$ cat src/assert_macros.svh
// Assertion macros used by the top level of the registry.
`ifndef ASSERT_MACROS_SVH
`define ASSERT_MACROS_SVH
`ifndef NO_ASSERTIONS
`define ASSERT_CLK(label, clk, rst_n, prop) \
    label: assert property (@(posedge clk) disable iff (!rst_n) prop) else $error("assertion failed");
`define ASSERT_NEVER(label, clk, rst_n, expr) \
    label: assert property (@(posedge clk) disable iff (!rst_n) !(expr)) else $error("assertion failed");
`else
`define ASSERT_CLK(label, clk, rst_n, prop)
`define ASSERT_NEVER(label, clk, rst_n, expr)
`endif
`endif

$ cat src/hir_pkg.sv
// Package of the hold invoice registry: widths, codes, types and the SHA-256 constants.
`timescale 1ns / 1ps
package hir_pkg;
    localparam int ENTRIES = 16;
    localparam int IDX_W = (ENTRIES > 1) ? $clog2(ENTRIES) : 1;
    localparam int CNT_W = 5;
    localparam logic [31:0] DEFAULT_EXPIRY = 32'd3600;
    localparam logic [16:0] PEER_NONE = 17'h10000;

    localparam logic [2:0] CMD_ADD = 3'd0;
    localparam logic [2:0] CMD_PAY = 3'd1;
    localparam logic [2:0] CMD_SETTLE = 3'd2;
    localparam logic [2:0] CMD_CANCEL = 3'd3;
    localparam logic [2:0] CMD_REMOVE = 3'd4;
    localparam logic [2:0] CMD_COUNT = 3'd5;

    localparam logic [1:0] PH_PENDING = 2'd0;
    localparam logic [1:0] PH_ACCEPTED = 2'd1;
    localparam logic [1:0] PH_SETTLED = 2'd2;
    localparam logic [1:0] PH_CANCELLED = 2'd3;

    // Commands from the controller to the datapath.
    typedef struct packed {
        logic latch;      // store the input beat's words and arguments
        logic scan_clr;   // restart the entry scan
        logic scan_step;  // examine the entry at the scan pointer
        logic hash_start; // start the digest of the latched preimage
        logic commit;     // apply the command's update and form the result
    } t_cmd;

    typedef struct packed {
        logic scan_done;
        logic hash_done;
    } t_stat;

    function automatic logic [31:0] sha_k(input logic [5:0] i);
        logic [31:0] k [64];
        k = '{
        32'h428a2f98,32'h71374491,32'hb5c0fbcf,32'he9b5dba5,32'h3956c25b,32'h59f111f1,
        32'h923f82a4,32'hab1c5ed5,32'hd807aa98,32'h12835b01,32'h243185be,32'h550c7dc3,
        32'h72be5d74,32'h80deb1fe,32'h9bdc06a7,32'hc19bf174,32'he49b69c1,32'hefbe4786,
        32'h0fc19dc6,32'h240ca1cc,32'h2de92c6f,32'h4a7484aa,32'h5cb0a9dc,32'h76f988da,
        32'h983e5152,32'ha831c66d,32'hb00327c8,32'hbf597fc7,32'hc6e00bf3,32'hd5a79147,
        32'h06ca6351,32'h14292967,32'h27b70a85,32'h2e1b2138,32'h4d2c6dfc,32'h53380d13,
        32'h650a7354,32'h766a0abb,32'h81c2c92e,32'h92722c85,32'ha2bfe8a1,32'ha81a664b,
        32'hc24b8b70,32'hc76c51a3,32'hd192e819,32'hd6990624,32'hf40e3585,32'h106aa070,
        32'h19a4c116,32'h1e376c08,32'h2748774c,32'h34b0bcb5,32'h391c0cb3,32'h4ed8aa4a,
        32'h5b9cca4f,32'h682e6ff3,32'h748f82ee,32'h78a5636f,32'h84c87814,32'h8cc70208,
        32'h90befffa,32'ha4506ceb,32'hbef9a3f7,32'hc67178f2};
        return k[i];
    endfunction
endpackage

$ cat src/hir_ctrl.sv
// Controller of the registry: sequences latch, scan, digest, commit and result beat.
`timescale 1ns / 1ps
module hir_ctrl (
    input  logic           i_clk,
    input  logic           i_rst_n,
    input  logic           i_in_valid,
    input  logic [1:0]     i_word_index,
    input  logic [2:0]     i_command,
    output logic           o_in_ready,
    output logic           o_out_valid,
    input  logic           i_out_ready,
    output hir_pkg::t_cmd  o_cmd,
    input  hir_pkg::t_stat i_stat
);
    typedef enum logic [2:0] {S_IDLE, S_SCAN, S_HASH, S_COMMIT, S_OUT} t_state;
    t_state r_state;
    logic   r_settle;
    logic   r_out_valid;
    logic   acc;

    assign o_in_ready = (r_state == S_IDLE) && !r_out_valid;
    assign acc = i_in_valid && o_in_ready;

    always_comb begin
        o_cmd = '0;
        o_cmd.latch = acc;
        o_cmd.scan_clr = acc;
        o_cmd.scan_step = (r_state == S_SCAN);
        o_cmd.hash_start = (r_state == S_SCAN) && i_stat.scan_done && r_settle;
        o_cmd.commit = (r_state == S_COMMIT);
    end

    always_ff @(posedge i_clk) begin
        if (!i_rst_n) begin
            r_state <= S_IDLE;
            r_settle <= 1'b0;
            r_out_valid <= 1'b0;
        end else begin
            case (r_state)
                S_IDLE: begin
                    if (r_out_valid && i_out_ready) r_out_valid <= 1'b0;
                    if (acc && i_word_index == 2'd3) begin
                        r_state <= S_SCAN;
                        r_settle <= (i_command == hir_pkg::CMD_SETTLE);
                    end
                end
                S_SCAN: begin
                    if (i_stat.scan_done) r_state <= r_settle ? S_HASH : S_COMMIT;
                end
                S_HASH: begin
                    if (i_stat.hash_done) r_state <= S_COMMIT;
                end
                S_COMMIT: begin
                    r_state <= S_IDLE;
                    r_out_valid <= 1'b1;
                end
                default: r_state <= S_IDLE;
            endcase
        end
    end

    assign o_out_valid = r_out_valid;
endmodule

$ cat config.mk
export PLATFORM = sky130hd
export DESIGN_NAME = hir_ctrl
export DESIGN_NICKNAME = d
export VERILOG_FILES = /design/src/assert_macros.svh /design/src/hir_pkg.sv /design/src/hir_ctrl.sv
export SDC_FILE = /design/constraint.sdc
export NUM_CORES = 1
export LEC_CHECK = 0
export ABC_AREA = 0
export BUFFER_PORTS_ARGS = -buffer_cell sky130_fd_sc_hd__buf_2
export CAP_MARGIN = 20
export CORE_AREA = 4 4 41 43
export CTS_BUF_LIST = sky130_fd_sc_hd__clkbuf_4 sky130_fd_sc_hd__clkbuf_8 sky130_fd_sc_hd__clkbuf_16
export DETAILED_ROUTE_END_ITERATION = 8
export DIE_AREA = 0 0 45 47
export PLACE_DENSITY_LB_ADDON = 0.15
export SYNTH_ARGS = -nofsm -noshare
export SYNTH_HDL_FRONTEND = slang
export SYNTH_SLANG_ARGS = --single-unit
$ cat constraint.sdc
create_clock -name i_clk -period 1.8 [get_ports i_clk]
set_input_delay 0.09 -clock i_clk [delete_from_list [all_inputs] [get_ports i_clk]]
set_output_delay 0.09 -clock i_clk [all_outputs]
set_load 0.05 [all_outputs]
==> reports/summary.md <==
Run status
* run status: finished clean

Floorplanning
* number of core rows: 13
* width of the chip: 45 µm
* starting utilization of the core area: 0.2625
* Core Region: 1301 µm²
* top-level port count: 18
* area of the die: 2115 µm²
* Die Span Y: 47 µm

Layout
* final non-filler cell total: 73
* Sequential Area: 80.08 µm²
* nets: 75
* fraction of final layout cells sized beyond drive strength 1: 0.4483
* Filler cells: 151
* antenna diode count: 0
* most common cell after layout, fill and taps aside: sky130_fd_sc_hd__buf_2
* most frequent cells in the layout: sky130_fd_sc_hd__buf_2, sky130_fd_sc_hd__inv_1, sky130_fd_sc_hd__nor2_1, sky130_fd_sc_hd__dfxtp_1
* final standard cell utilization of the core: 0.3558
* multi-input logic area: 230.2 µm²
* synthesis-to-layout area growth: 35.53%

Timing
* endpoints failing hold: 0
* fmax: 605.4 MHz
* final critical path time including I/O delays and setup: 1652 ps
* Setup Viol. Count Final: 0
* transition time at the pin with the least slew margin: 339.3 ps
* RSZ-0062 raised after global routing: false
* final worst-path cycle share: 0.9176
* slew margin rel.: 0.7738
* clock skew after layout: 1.973 ps
* max-slew violation total from the final report: 0
* setup TNS after final layout: 0 ps

Worst setup path
* critical path required time: 1920 ps
* crit path launch type: flop
* Crit path arrival time: 1770 ps
* endpoint kind of the worst setup timing path: flop
* critical path fanouts, max: 4
* cell with the biggest individual delay on the critical path: sky130_fd_sc_hd__a2111oi_4
* Setup CP Type: reg -> reg
* cell-by-cell listing of the critical path: inv_1 -> ha_2 -> and2b_4 -> a2111oi_4 -> mux2_4
* Slowest Stage Delay on Critical Path: 390 ps

Route
* via density per instance: 4.466
* count of vias placed by the detailed router: 326
* number of nets with antenna violations after detailed routing: 0
* Routed Wire Length: 735 µm
* DRC marker count from the first detailed-route iteration: 4
* number of DRC violations after detailed routing: 0
* final routed wire length divided by cell count: 10.07 µm
* DRT Pass-1 Iters: 4

CTS
* Clk Tree Root Cell: sky130_fd_sc_hd__clkbuf_4
* number of buffers between clock root and the deepest sink: 2
* CTS H-tree depth: 1
* CTS tree: built
* hold_buf cts: 0
* # resized after CTS: 0
* Clock transition at path regs: 40 ps
* Skew-Pair Late Insertion Delay: 230 ps
* Num CTS Buffers: 3
* total setup buffers inserted after CTS: 0
* CTS sink count: 4

Global route
* antenna violations before repair: 0
* via count of the first global-routing pass: 284
* global-route usage over all layers: 0.07911
* wire length of the first global-routing pass: 1159 µm
* largest net degree at the start of global routing: 6
* final global-route overflow total: 0

Place
* instance count after placement with tap cells included: 70
* weighted congestion at the end of routability-driven global placement: 0.7077
* Port Buffer Count: 17

Synth
* Synth Area per Inst: 8.758 µm²
* library cells used by synthesis: 22
* number of nets in the synthesized netlist: 54
* flop and latch count out of synthesis: 4
* post-synthesis sequential area ratio: 0.2344
* total standard cell area after synthesis: 341.6 µm²
* warning count from the yosys run: 0
* synthesized instance count: 39

Power
* pwr/cell area: 1311 nW/µm²
* Worst VDD drop: 500.5 µV
* leakage: 0.2298 nW

Flow run
* max-cap violation count: 0

Hold path
* Hold WC Path Type: in -> reg

## through the flow
| stage | power (mW) | area, µm² | hold WS, ps | worst slack [ps] |
|---|---|---|---|---|
| 5_1_grt | 0.6528 | 462.9 | 144.0 | 59.02 |
| 3_5_place_dp | 0.5008 | 440.4 | 376.5 | 142.4 |
| 3_3_place_gp | 0.5031 | 440.4 | 387.2 | 157.3 |
| 6_report | 0.6070 | 462.9 | 134.1 | 148.3 |
| 2_1_floorplan | 0.4333 | 344.1 | 225.7 | 100.1 |
| 4_1_cts | 0.6198 | 462.9 | 124.7 | 137.6 |
## power by group
part / total, mW / internal, mW / switching [mW]
registers: 0.117 / 0.104 / 0.0130
logic: 0.379 / 0.141 / 0.238
clock network: 0.112 / 0.0746 / 0.0370
total: 0.607 / 0.319 / 0.288
## logic make-up (layout without fill, tap and decap cells)
kind of cell	count (synthesis)	in the layout	synth area share
mux	2	2	0.07325
flops	4	4	0.2344
buf+inv	7	26	0.09889
compound gates	6	6	0.1722
simple gates	16	16	0.2748
fa+ha+maj	4	4	0.1465
## critical path: cells and delay by family (launching register included)
kind	cells	cell delay [ps]
compound gates	1	390
flops	1	370
mux	1	330
fa+ha+maj	1	200
simple gates	1	170
buf+inv	1	90
## synth_stat cells, drive strengths merged
master	count	area (µm²)
mux2	1	15.01
a211oi	1	7.510
ha	4	50.05
nor3b	1	7.510
a21oi	2	10.01
and2b	1	10.01
nand2	3	11.26
nand4	1	6.260
o21ai	1	5.000
inv	5	18.77
and3	1	6.260
and2	1	6.260
and3b	1	8.760
nor2	4	15.01
a31o	1	8.760
dfxtp	4	80.08
nand3	1	10.01
nor2b	1	6.260
buf	2	15.01
nand2b	1	6.260
a2111oi	1	27.53
mux2i	1	10.01
## path summary, 6_finish.rpt
check / start / to / slack (ps) / depth (start not counted)
setup / recovery: r_state[1]$_SDFFE_PN0P_ / r_state[0]$_SDFFE_PN0P_ / 150 / 5
hold / removal: i_rst_n / o_out_valid$_SDFFE_PN0P_ / 130 / 3
setup reg to reg: r_state[1]$_SDFFE_PN0P_ / r_state[0]$_SDFFE_PN0P_ / 150 / 5
hold reg to reg: r_state[1]$_SDFFE_PN0P_ / r_state[1]$_SDFFE_PN0P_ / 500 / 2
## flip-flops by register name, indices dropped and copies added (netlist names)
signal and count:
r_state 2, r_settle 1, o_out_valid 1
## area by class of cell
cell class,instances,share of cell area
clock buffer,3,0.04865
inverter,5,0.04054
multi-input combinational,28,0.4973
sequential,4,0.1730
tap,15,0.04054
timing repair buffer,18,0.2000
## per-layer routing
layer,GRT usage,vias to the layer above,share of wire
met5,0,-,0
met3,0.02682,0,0.13
met4,0.07018,0,0
met2,0.1045,14,0.43
met1,0.1005,144,0.43
li1,-,168,-
Note: power is estimated with default switching activity, not from simulation.
